## config.mk

```make
export PLATFORM = sky130hd
export DESIGN_NAME = integer_to_radix_ascii
export DESIGN_NICKNAME = d
export VERILOG_FILES = /design/src/rtl/itoa_pkg.sv /design/src/rtl/integer_to_radix_ascii.sv /design/src/rtl/itoa_dpath.sv /design/src/rtl/itoa_ctrl.sv
export SDC_FILE = /design/constraint.sdc
export NUM_CORES = 1
export LEC_CHECK = 0
export ABC_AREA = 1
export BUFFER_PORTS_ARGS = -buffer_cell sky130_fd_sc_hd__buf_4
export CORE_UTILIZATION = 55
export DETAILED_ROUTE_END_ITERATION = 7
export HOLD_SLACK_MARGIN = 0.1
export PLACE_DENSITY = 0.83
export SLEW_MARGIN = 10
export SYNTH_ARGS = -nofsm -noshare
export SYNTH_HDL_FRONTEND = slang
export SYNTH_SLANG_ARGS = --single-unit
```

## constraint.sdc

```tcl
create_clock -name aclk -period 3.1 [get_ports aclk]
set_clock_uncertainty 0.15 [all_clocks]
set_input_delay 0.465 -clock aclk [delete_from_list [all_inputs] [get_ports aclk]]
set_output_delay 0.465 -clock aclk [all_outputs]
set_load 0.03 [all_outputs]
```

## src/rtl/itoa_pkg.sv

```systemverilog
// shared types, constants and helpers for the radix ascii converter
package itoa_pkg;

    // default operand width
    localparam int unsigned VALUE_WIDTH_DEF = 64;
    // fixed field widths of the channels
    localparam int unsigned VALUE_FIELD_W = 64;
    localparam int unsigned BASE_W        = 6;
    localparam int unsigned CHAR_W        = 8;

    localparam logic [BASE_W-1:0] DEC_BASE = 6'd10;
    localparam logic [BASE_W-1:0] MIN_BASE = 6'd2;
    localparam logic [CHAR_W-1:0] CH_ZERO  = 8'h30;
    localparam logic [CHAR_W-1:0] CH_ALPHA = 8'h41;
    localparam logic [CHAR_W-1:0] CH_MINUS = 8'h2D;

    localparam logic MODE_UNSIGNED = 1'b0;
    localparam logic MODE_SIGNED   = 1'b1;

    // input transfer payload
    typedef struct packed {
        logic [VALUE_FIELD_W-1:0] value;
        logic [BASE_W-1:0]        base;
        logic                     mode;
    } itoa_in_t;

    // output transfer payload
    typedef struct packed {
        logic [CHAR_W-1:0] char_code;
        logic              last;
    } itoa_out_t;

    // controller states
    typedef enum logic [2:0] {
        ST_IDLE,
        ST_DIV,
        ST_STORE,
        ST_SIGN,
        ST_FETCH,
        ST_LOAD,
        ST_SEND
    } itoa_state_t;

    // commands from controller to datapath
    typedef struct packed {
        logic start;
        logic div_step;
        logic store;
        logic sign_load;
        logic fetch;
        logic out_load;
    } itoa_cmd_t;

    // status from datapath to controller
    typedef struct packed {
        logic div_last;
        logic q_zero;
        logic minus;
        logic cnt_zero;
    } itoa_stat_t;

    // digit value to its ascii character, letters from ten upward
    function automatic logic [CHAR_W-1:0] digit_char(input logic [BASE_W-1:0] d);
        logic [CHAR_W-1:0] dx;
        dx = {{(CHAR_W-BASE_W){1'b0}}, d};
        if (d < DEC_BASE) begin
            return CH_ZERO + dx;
        end else begin
            return CH_ALPHA + dx - {{(CHAR_W-BASE_W){1'b0}}, DEC_BASE};
        end
    endfunction

endpackage

```

## src/rtl/integer_to_radix_ascii.sv

```systemverilog
// top level: integer to ascii digits in a selectable radix
// Converts one VALUE_WIDTH-bit operand per input transfer into its ASCII
// digits, most significant first, one character per output transfer, with
// last set on the final one. A base of 0 or 1 means decimal; digits from ten
// up print as 'A', 'B', ... . In signed mode with base exactly 10 a negative
// operand prints '-' and then its magnitude. Each digit comes from the
// bit-serial restoring divider, one quotient bit a cycle, and is then
// stored in the digit memory; each character is fetched from the digit
// memory, loaded into the output register and presented until taken. One
// item is converted at a time; the next is accepted once the last character
// has been taken.
module integer_to_radix_ascii #(
    parameter int unsigned VALUE_WIDTH = itoa_pkg::VALUE_WIDTH_DEF
) (
    input  logic                aclk,
    input  logic                aresetn,
    input  logic                s_valid,
    output logic                s_ready,
    input  itoa_pkg::itoa_in_t  s_data,
    output logic                m_valid,
    input  logic                m_ready,
    output itoa_pkg::itoa_out_t m_data
);
    import itoa_pkg::*;

    itoa_cmd_t  cmd;
    itoa_stat_t stat;

    // sequencing
    itoa_ctrl u_ctrl (
        .aclk    (aclk),
        .aresetn (aresetn),
        .s_valid (s_valid),
        .s_ready (s_ready),
        .m_valid (m_valid),
        .m_ready (m_ready),
        .stat    (stat),
        .cmd     (cmd)
    );

    // divider and digit buffer
    itoa_dpath #(
        .VALUE_WIDTH (VALUE_WIDTH)
    ) u_dpath (
        .aclk     (aclk),
        .aresetn  (aresetn),
        .in_data  (s_data),
        .cmd      (cmd),
        .stat     (stat),
        .out_data (m_data)
    );

endmodule

```

## src/rtl/itoa_dpath.sv

```systemverilog
// datapath: restoring divider, digit memory, digit counter and output register
module itoa_dpath #(
    parameter int unsigned VALUE_WIDTH = 64
) (
    input  logic                aclk,
    input  logic                aresetn,
    input  itoa_pkg::itoa_in_t  in_data,
    input  itoa_pkg::itoa_cmd_t cmd,
    output itoa_pkg::itoa_stat_t stat,
    output itoa_pkg::itoa_out_t out_data
);
    import itoa_pkg::*;

    localparam int unsigned CNT_W  = $clog2(VALUE_WIDTH + 1);
    localparam int unsigned ADDR_W = $clog2(VALUE_WIDTH);
    localparam int unsigned BIT_W  = $clog2(VALUE_WIDTH);

    logic [VALUE_WIDTH-1:0] q_reg, q_next;
    logic [BASE_W-1:0]      rem_reg, rem_next;
    logic [BASE_W-1:0]      radix_reg, radix_next;
    logic [BIT_W-1:0]       bit_reg, bit_next;
    logic [CNT_W-1:0]       cnt_reg, cnt_next;
    logic                   minus_reg, minus_next;
    itoa_out_t              out_reg, out_next;

    logic [BASE_W-1:0]      mem [VALUE_WIDTH];
    logic [BASE_W-1:0]      rd_data_reg;

    logic [VALUE_WIDTH-1:0] operand;
    logic                   neg_in;
    logic [BASE_W:0]        trial;
    logic                   trial_ge;
    logic [CNT_W-1:0]       cnt_dec;

    assign operand  = in_data.value[VALUE_WIDTH-1:0];
    assign neg_in   = (in_data.mode == MODE_SIGNED) && (in_data.base == DEC_BASE)
                      && operand[VALUE_WIDTH-1];
    // one restoring step: shift in next dividend bit, compare with radix
    assign trial    = {rem_reg, q_reg[VALUE_WIDTH-1]};
    assign trial_ge = trial >= {1'b0, radix_reg};
    assign cnt_dec  = cnt_reg - CNT_W'(1);

    // next values of datapath registers
    always_comb begin
        q_next     = q_reg;
        rem_next   = rem_reg;
        radix_next = radix_reg;
        bit_next   = bit_reg;
        cnt_next   = cnt_reg;
        minus_next = minus_reg;
        out_next   = out_reg;
        if (cmd.start) begin
            minus_next = neg_in;
            q_next     = neg_in ? (~operand + VALUE_WIDTH'(1)) : operand;
            radix_next = (in_data.base < MIN_BASE) ? DEC_BASE : in_data.base;
            rem_next   = '0;
            bit_next   = '0;
            cnt_next   = '0;
        end
        if (cmd.div_step) begin
            q_next   = {q_reg[VALUE_WIDTH-2:0], trial_ge};
            rem_next = trial_ge ? BASE_W'(trial - {1'b0, radix_reg}) : trial[BASE_W-1:0];
            bit_next = bit_reg + BIT_W'(1);
        end
        if (cmd.store) begin
            cnt_next = cnt_reg + CNT_W'(1);
            rem_next = '0;
            bit_next = '0;
        end
        if (cmd.fetch) begin
            cnt_next = cnt_dec;
        end
        if (cmd.sign_load) begin
            out_next.char_code = CH_MINUS;
            out_next.last      = 1'b0;
        end
        if (cmd.out_load) begin
            out_next.char_code = digit_char(rd_data_reg);
            out_next.last      = (cnt_reg == '0);
        end
    end

    // control-side registers
    always_ff @(posedge aclk) begin
        if (!aresetn) begin
            cnt_reg   <= '0;
            minus_reg <= 1'b0;
            bit_reg   <= '0;
            rem_reg   <= '0;
            radix_reg <= DEC_BASE;
        end else begin
            cnt_reg   <= cnt_next;
            minus_reg <= minus_next;
            bit_reg   <= bit_next;
            rem_reg   <= rem_next;
            radix_reg <= radix_next;
        end
    end

    // payload registers
    always_ff @(posedge aclk) begin
        q_reg   <= q_next;
        out_reg <= out_next;
    end

    // digit memory, one write and one registered read
    always_ff @(posedge aclk) begin
        if (cmd.store) begin
            mem[cnt_reg[ADDR_W-1:0]] <= rem_reg;
        end
        if (cmd.fetch) begin
            rd_data_reg <= mem[cnt_dec[ADDR_W-1:0]];
        end
    end

    assign stat.div_last = (bit_reg == BIT_W'(VALUE_WIDTH - 1));
    assign stat.q_zero   = (q_reg == '0);
    assign stat.minus    = minus_reg;
    assign stat.cnt_zero = (cnt_reg == '0);
    assign out_data      = out_reg;

    // divider remainder stays below the radix
    a_rem_range: assert property (@(posedge aclk) disable iff (!aresetn)
        rem_reg < radix_reg)
        else $error("remainder not below radix");

    // each stored digit bumps the count by one
    a_store_cnt: assert property (@(posedge aclk) disable iff (!aresetn)
        cmd.store |=> cnt_reg == $past(cnt_reg) + CNT_W'(1))
        else $error("digit count did not advance on store");

    // a digit loaded into the output is last exactly when no digits remain
    a_last_flag: assert property (@(posedge aclk) disable iff (!aresetn)
        cmd.out_load |=> out_reg.last == (cnt_reg == '0))
        else $error("last flag disagrees with digit count");

endmodule

```

## src/rtl/itoa_ctrl.sv

```systemverilog
// controller state machine sequencing divide, store and emit phases
module itoa_ctrl (
    input  logic                 aclk,
    input  logic                 aresetn,
    input  logic                 s_valid,
    output logic                 s_ready,
    output logic                 m_valid,
    input  logic                 m_ready,
    input  itoa_pkg::itoa_stat_t stat,
    output itoa_pkg::itoa_cmd_t  cmd
);
    import itoa_pkg::*;

    itoa_state_t state_reg, state_next;

    // state register
    always_ff @(posedge aclk) begin
        if (!aresetn) begin
            state_reg <= ST_IDLE;
        end else begin
            state_reg <= state_next;
        end
    end

    // next state
    always_comb begin
        state_next = state_reg;
        case (state_reg)
            ST_IDLE: begin
                if (s_valid) state_next = ST_DIV;
            end
            ST_DIV: begin
                if (stat.div_last) state_next = ST_STORE;
            end
            ST_STORE: begin
                if (!stat.q_zero) begin
                    state_next = ST_DIV;
                end else if (stat.minus) begin
                    state_next = ST_SIGN;
                end else begin
                    state_next = ST_FETCH;
                end
            end
            ST_SIGN:  state_next = ST_SEND;
            ST_FETCH: state_next = ST_LOAD;
            ST_LOAD:  state_next = ST_SEND;
            ST_SEND: begin
                if (m_ready) state_next = stat.cnt_zero ? ST_IDLE : ST_FETCH;
            end
            default:  state_next = ST_IDLE;
        endcase
    end

    // outputs and datapath commands
    always_comb begin
        cmd     = '0;
        s_ready = 1'b0;
        m_valid = 1'b0;
        case (state_reg)
            ST_IDLE: begin
                s_ready   = 1'b1;
                cmd.start = s_valid;
            end
            ST_DIV:   cmd.div_step  = 1'b1;
            ST_STORE: cmd.store     = 1'b1;
            ST_SIGN:  cmd.sign_load = 1'b1;
            ST_FETCH: cmd.fetch     = 1'b1;
            ST_LOAD:  cmd.out_load  = 1'b1;
            ST_SEND:  m_valid       = 1'b1;
            default: begin
                cmd = '0;
            end
        endcase
    end

    // an accepted item starts the division
    a_start_div: assert property (@(posedge aclk) disable iff (!aresetn)
        s_valid && s_ready |=> state_reg == ST_DIV)
        else $error("accepted item did not start division");

    // a pending character is held until taken
    a_send_hold: assert property (@(posedge aclk) disable iff (!aresetn)
        state_reg == ST_SEND && !m_ready |=> state_reg == ST_SEND)
        else $error("pending character dropped");

    // the last divide step is always followed by a digit store
    a_div_store: assert property (@(posedge aclk) disable iff (!aresetn)
        state_reg == ST_DIV && stat.div_last |=> state_reg == ST_STORE)
        else $error("digit not stored after division");

endmodule
```

==> Yosys cells after proc, flatten, opt, wreduce, memory -nomap -nowiden <==
Memories as Yosys holds them, arrays and structs flattened. A register that Yosys moved wholly into a read port is not among the register bits.
Cells that the tools add are included.
{ "op_classes": {"mux": 31, "bitwise": 2, "magnitude_cmp": 3, "n_reduce_logical": 11, "eq_ne": 11, "n_addsub": 8} }
{ "op_table": {"columns": ["op", "count"], "rows": [
  ["2-to-1 mux 64 bit", 3],
  ["adder 64 x 1 -> 64 bit, second input constant", 1],
  ["zero test 64 bit", 1],
  ["inverter 64 bit", 1],
  ["2-to-1 mux 6 bit", 5],
  ["2-to-1 mux 7 bit", 3],
  ["2-to-1 mux 3 bit", 6],
  ["2-to-1 mux 9 bit", 2],
  ["one-hot mux 3 bit (6 select lines)", 1],
  ["2-to-1 mux 1 bit", 10],
  ["== test 3 bit, second input constant", 3],
  ["adder 7 x 6 -> 8 bit, first input constant", 1],
  ["2-to-1 mux 8 bit", 1],
  ["subtractor 8 x 4 -> 8 bit, second input constant", 1],
  ["adder 6 x 6 -> 7 bit, first input constant", 1],
  ["adder 7 x 1 -> 7 bit, second input constant", 1],
  [">= comparator 7 x 6 -> 1 bit", 1],
  ["zero test 7 bit", 1],
  ["subtractor 7 x 1 -> 7 bit, second input constant", 1],
  ["adder 6 x 1 -> 6 bit, second input constant", 1],
  ["== test 3 x 2 -> 1 bit, second input constant", 2],
  ["== test 6 x 4 -> 1 bit, second input constant", 1],
  ["== test 6 bit, second input constant", 1],
  ["less-than comparator 6 x 2 -> 1 bit, second input constant", 1],
  ["other kinds (11)", 16]
]} }
{ "word_totals": {"inputBits": 75, "mem_bits_rw": 384, "word_cells": 76, "mem_count": 1, "register_bits": 102, "out_inout_bits": 11} }
{ "memory_table": {"columns": ["name", "depth", "width", "read_ports", "rd_ports_with_merged_regs", "wr", "line", "text"], "rows": [
  ["u_dpath.mem", 64, 6, 1, 1, 1, "itoa_dpath.sv:26", "logic [BASE_W-1:0] mem [VALUE_WIDTH];"]
]} }

==> Longest topological paths before layout <==
{ "logic_depth": {"ltp_word": 6, "mapped_depth": 14, "depth_no_buf": 13} }

==> By module <==
Synthesis repeated with hierarchy kept, for this count alone.
{ "unflattened": {"cells_unflattened": 2466, "area_unflattened_um2": 23420.0} }
{ "modules_own_cells": {"columns": ["mod", "area_each_um2", "cells_per_inst", "seq_area_each_um2", "instances"], "rows": [
  ["itoa_dpath", 23125.9, 2414, 14393.8, 1],
  ["itoa_ctrl", 294.0, 52, 60.1, 1]
]} }

==> Worst setup path before layout <==
Ideal clock, no wire load.
{ "synth_path": {"kind": "reg2reg", "startpoint": "register u_dpath.rem_reg[1]", "endpoint": "register u_dpath.q_reg[0] (data pin)", "setup_time_ns": 0.267, "path_stages_with_launch": 8, "required_ns": 2.683, "arrival_time_ns": 2.420, "path_buffers": 0, "period_less_slack_ns": 2.837, "path_slack_ns": 0.263, "path_cell_list": "dfxtp_1 -> ha_1 -> a21oi_1 -> o21ai_1 -> a21oi_1 -> nand2_2 -> nand2_1 -> o21ai_0"} }
{ "synth_via": {"elab_chain_len": 2} }
{ "synth_rtl": {"columns": ["item", "line", "text"], "rows": [
  ["from (decl)", "itoa_dpath.sv:19", "logic [BASE_W-1:0] rem_reg, rem_next;"],
  ["from (signal assigned)", "itoa_dpath.sv:95", "rem_reg <= rem_next;"],
  [">= comparator 7 x 6 -> 1 bit", "itoa_dpath.sv:40", "assign trial_ge = trial >= {1'b0, radix_reg};"],
  ["2-to-1 mux 64 bit", "itoa_dpath.sv:60", "if (cmd.div_step) begin"],
  ["via u_dpath.q_next[0]", "itoa_dpath.sv:18", "logic [VALUE_WIDTH-1:0] q_reg, q_next;"],
  ["to (signal assigned)", "itoa_dpath.sv:102", "q_reg <= q_next;"],
  ["to (decl)", "itoa_dpath.sv:18", null]
]} }
The timed path passes the listed nets, and every way through them passes these cells.
A chain may end at the register's enable or synchronous reset.

==> Worst setup path after layout <==
{ "layout_path": {"startpoint": "register u_dpath.cnt_reg[1]", "endpoint": "register u_dpath.rd_data_reg[4] (read register of u_dpath.mem) (data pin)"} }
{ "layout_via": {"elab_chain_len": 1} }
{ "layout_rtl": {"columns": ["item", "line", "text"], "rows": [
  ["from (decl)", "itoa_dpath.sv:22", "logic [CNT_W-1:0] cnt_reg, cnt_next;"],
  ["from (signal assigned)", "itoa_dpath.sv:92", "cnt_reg <= cnt_next;"],
  ["subtractor 7 x 1 -> 7 bit", "itoa_dpath.sv:41", "assign cnt_dec = cnt_reg - CNT_W'(1);"],
  ["to (decl)", "itoa_dpath.sv:27", "logic [BASE_W-1:0] rd_data_reg;"]
]} }
No other way between the ends.

==> impl_metrics.env <==
export IMPL_wl_per_cell_microns=20.1
export IMPL_vias=18000
export IMPL_first_global_vias=17500
export IMPL_setup_ws_ns=0.288
export IMPL_min_path_type="in2reg"
export IMPL_clk_pin_slew_ns=0.07
export IMPL_grt_max_degree=199
export IMPL_ys_seq_elements=491
export IMPL_min_period_ns=2.81
export IMPL_dp_slack_ns=0.417
export IMPL_final_area_sq_um=26100
export IMPL_post_cts_setup_buffer_count=0
export IMPL_start_util_pct=56.2
export IMPL_crit_path_end_kind="register"
export IMPL_synthDistinctLibCells=45
export IMPL_core_rowCount=74
export IMPL_die_x_microns=207
export IMPL_grt_util_all_layers_pct=28.1
export IMPL_maxCapViolations=0
export IMPL_cts_tree="done"
export IMPL_layout_nets=2535
export IMPL_syn_inst=2349
export IMPL_grt_overflow_total=0
export IMPL_setup_tns_final_ns=0
export IMPL_postCtsResizedCells=0
export IMPL_pwr_density_cell_nw_per_um2=733
export IMPL_rsz0062_at_grt="no"
export IMPL_dp_cells=2912
export IMPL_grt_antenna_before_repair=2
export IMPL_grt_first_pass_wirelength_microns=94600
export IMPL_core_sq_um=41200
export IMPL_final_cells=3018
export IMPL_finalCritPeriodShare_pct=90.7
export IMPL_cts_root_buf="clkbuf_16"
export IMPL_critPathMaxFanout=43
export IMPL_wl_microns=60600
export IMPL_drv_slew=0
export IMPL_drive_gt1_share_pct=10.3
export IMPL_gp_congestion=0.973
export IMPL_ir_drop_uv=398
export IMPL_area_growth_syn_to_layout_pct=12.8
export IMPL_finalHoldViolations=0
export IMPL_synth_yosys_warnings=0
export IMPL_r2r_end="u_dpath.rd_data_reg[4]$_DFFE_PP_"
export IMPL_required_ns=3.38
export IMPL_cts_buffer_depth=3
export IMPL_drt_pass1_iter_count=6
export IMPL_syn_nets=2439
export IMPL_die_area_sq_um=43000
export IMPL_insertion_delay_ns=0.57
export IMPL_crit_type="reg2reg"
export IMPL_pin_count=86
export IMPL_r2r_slack_ns=0.29
export IMPL_hold_buffers=15
export IMPL_syn_area_sq_um=23200
export IMPL_largest_register_ffs=384
export IMPL_max_freq_ghz=0.356
export IMPL_vias_per_cell=5.95
export IMPL_ys_seq_area_share_pct=62.4
export IMPL_place_hpwl_microns=39400
export IMPL_drc=0
export IMPL_drtAntennaViolNets=0
export IMPL_ctsHtreeMaxLevel=2
export IMPL_post_synth_cell_area_avg_sq_um=9.86
export IMPL_worst_r2r_path_depth=9
export IMPL_relSlewSlack_pct=40.3
export IMPL_worstMarginPinSlew_ns=0.895
export IMPL_setup_viol=0
export IMPL_portBuffers=84
export IMPL_worst_ep_arrival_time_ns=3.10
export IMPL_numCtsBuffers=48
export IMPL_place_area_sq_um=24500
export IMPL_critPathCapture="u_dpath.rd_data_reg[4]$_DFFE_PP_"
export IMPL_final_util_pct=63.5
export IMPL_startpoint_type="register"
export IMPL_first_iter_violations=2138
export IMPL_numClockSinks=491
export IMPL_status="finished, final reports clean"
export IMPL_leakage_nw=9.16
export IMPL_die_h_microns=207
export IMPL_reg2reg_from="u_dpath.cnt_reg[1]$_SDFFE_PN0P_"
export IMPL_crit_path_start="u_dpath.cnt_reg[1]$_SDFFE_PN0P_"
==> worst max-delay path, cell delays in order, from the launching register on <==
cell      delay, ns
dfxtp_1        0.48
inv_1          0.16
ha_4           0.62
buf_12         0.27
o21ai_0        0.12
o211ai_1       0.39
nand3_1        0.16
nand3_1        0.10
nand3_1        0.08
nand2_1        0.09
==> worst min path at each step <==
stage | startpoint | endpoint | slack (ns) | depth (start not counted)
6_report | s_data[42] | u_dpath.q_reg[35]$_DFFE_PP_ | 0.12 | 3
3_3_place_gp | u_dpath.bit_reg[5]$_SDFFE_PP0P_ | u_dpath.bit_reg[5]$_SDFFE_PP0P_ | 0.30 | 2
2_1_floorplan | u_dpath.radix_reg[4]$_SDFFE_PN0P_ | u_dpath.radix_reg[4]$_SDFFE_PN0P_ | 0.29 | 2
4_1_cts | s_data[42] | u_dpath.q_reg[35]$_DFFE_PP_ | 0.10 | 3
5_1_grt | s_data[42] | u_dpath.q_reg[35]$_DFFE_PP_ | 0.14 | 3
3_5_place_dp | u_dpath.radix_reg[4]$_SDFFE_PN0P_ | u_dpath.radix_reg[4]$_SDFFE_PN0P_ | 0.31 | 2
==> cell families (layout without fill, tap and decap cells) <==
logic type                 after synthesis  count (layout)  synth area share, %
buffers and inverters                  213             348                 4.20
DFF                                    491             491                 62.4
and+or+nand+nor                       1175            1175                 20.8
AOI/OAI and AO/OA                      422             422                 10.4
adders and majority gates               15              15                0.842
other                                    1               3               0.0162
xor gates and xnor gates                32              32                 1.36
==> power breakdown <==
group	internal (mW)	total, mW	switching [mW]	leakage [nW]
clock	3.19	5.65	2.46	0.718
sequential	7.96	8.21	0.247	4.50
combinational	1.66	5.30	3.64	3.94
total	12.8	19.2	6.35	9.16
==> cell usage after synthesis (all sizes together) <==
cell type,count,area [sq um]
conb,1,3.75
ha,14,175
a221oi,1,8.76
fa,1,20.0
clkbuf,39,146
a31oi,6,37.5
nand3b,10,75.1
o22ai,1,6.26
xnor2,10,87.6
nand3,187,941
a21o,2,15.0
buf,74,450
nor3b,1,7.51
dfxtp,29,581
inv,100,375
xor2,22,226
a21oi,34,170
o21ai,273,1390
or2,6,37.5
o221ai,1,8.76
nand4,20,125
o211ai,101,758
o21bai,1,7.51
o21a,1,7.51
edfxtp,462,13900
nor3,9,55.1
nor2,559,2130
nand2,383,1450
a22oi,1,7.51
==> layout by cell type, fill, tap and decap left out, drive strengths merged, types with 2 or more instances in the layout <==
| cell | synthesis | routed |
|---|---|---|
| a21oi | 34 | 34 |
| inv | 100 | 102 |
| dlygate4sd3 | 0 | 15 |
| o21ai | 273 | 273 |
| clkinv | 0 | 15 |
| buf | 74 | 144 |
| nand3b | 10 | 10 |
| dfxtp | 29 | 29 |
| o211ai | 101 | 101 |
| xnor2 | 10 | 10 |
| nor3 | 9 | 9 |
| diode | 0 | 2 |
| nor2 | 559 | 559 |
| nand4 | 20 | 20 |
| a31oi | 6 | 6 |
| ha | 14 | 14 |
| nand2 | 383 | 383 |
| nand3 | 187 | 187 |
| a21o | 2 | 2 |
| clkbuf | 39 | 62 |
| edfxtp | 462 | 462 |
| xor2 | 22 | 22 |
| clkinvlp | 0 | 7 |
| or2 | 6 | 6 |
| bufinv | 0 | 3 |
==> layout make-up <==
cell class                      count  area [sq um]
Fill cell                        3161         15100
Sequential cell                   491         14500
Multi-Input combinational cell   1645          7770
Timing Repair Buffer              159          1340
Clock buffer                       62          1280
Tap cell                          532           666
Inverter                          100           378
Clock inverter                     27           229
Antenna cell                        2          5.00
==> stage by stage <==
| step | total power [mW] | hold WS (ns) |
|---|---|---|
| final | 19.2 | 0.118 |
| after global routing | 20.0 | 0.138 |
| after CTS | 19.1 | 0.102 |
| after detailed placement | 13.5 | 0.307 |
| after global placement | 13.4 | 0.305 |
| after floorplan | 11.8 | 0.285 |
==> routing by layer <==
| metal | share of wire, % | global-route usage, % |
|---|---|---|
| met1 | 39 | 35.9 |
| met2 | 47 | 46.5 |
| met3 | 9.0 | 5.37 |
| met4 | 4.6 | 13.7 |
| met5 | 0.028 | 0 |
No activity file was read; power rests on OpenSTA's default activity.
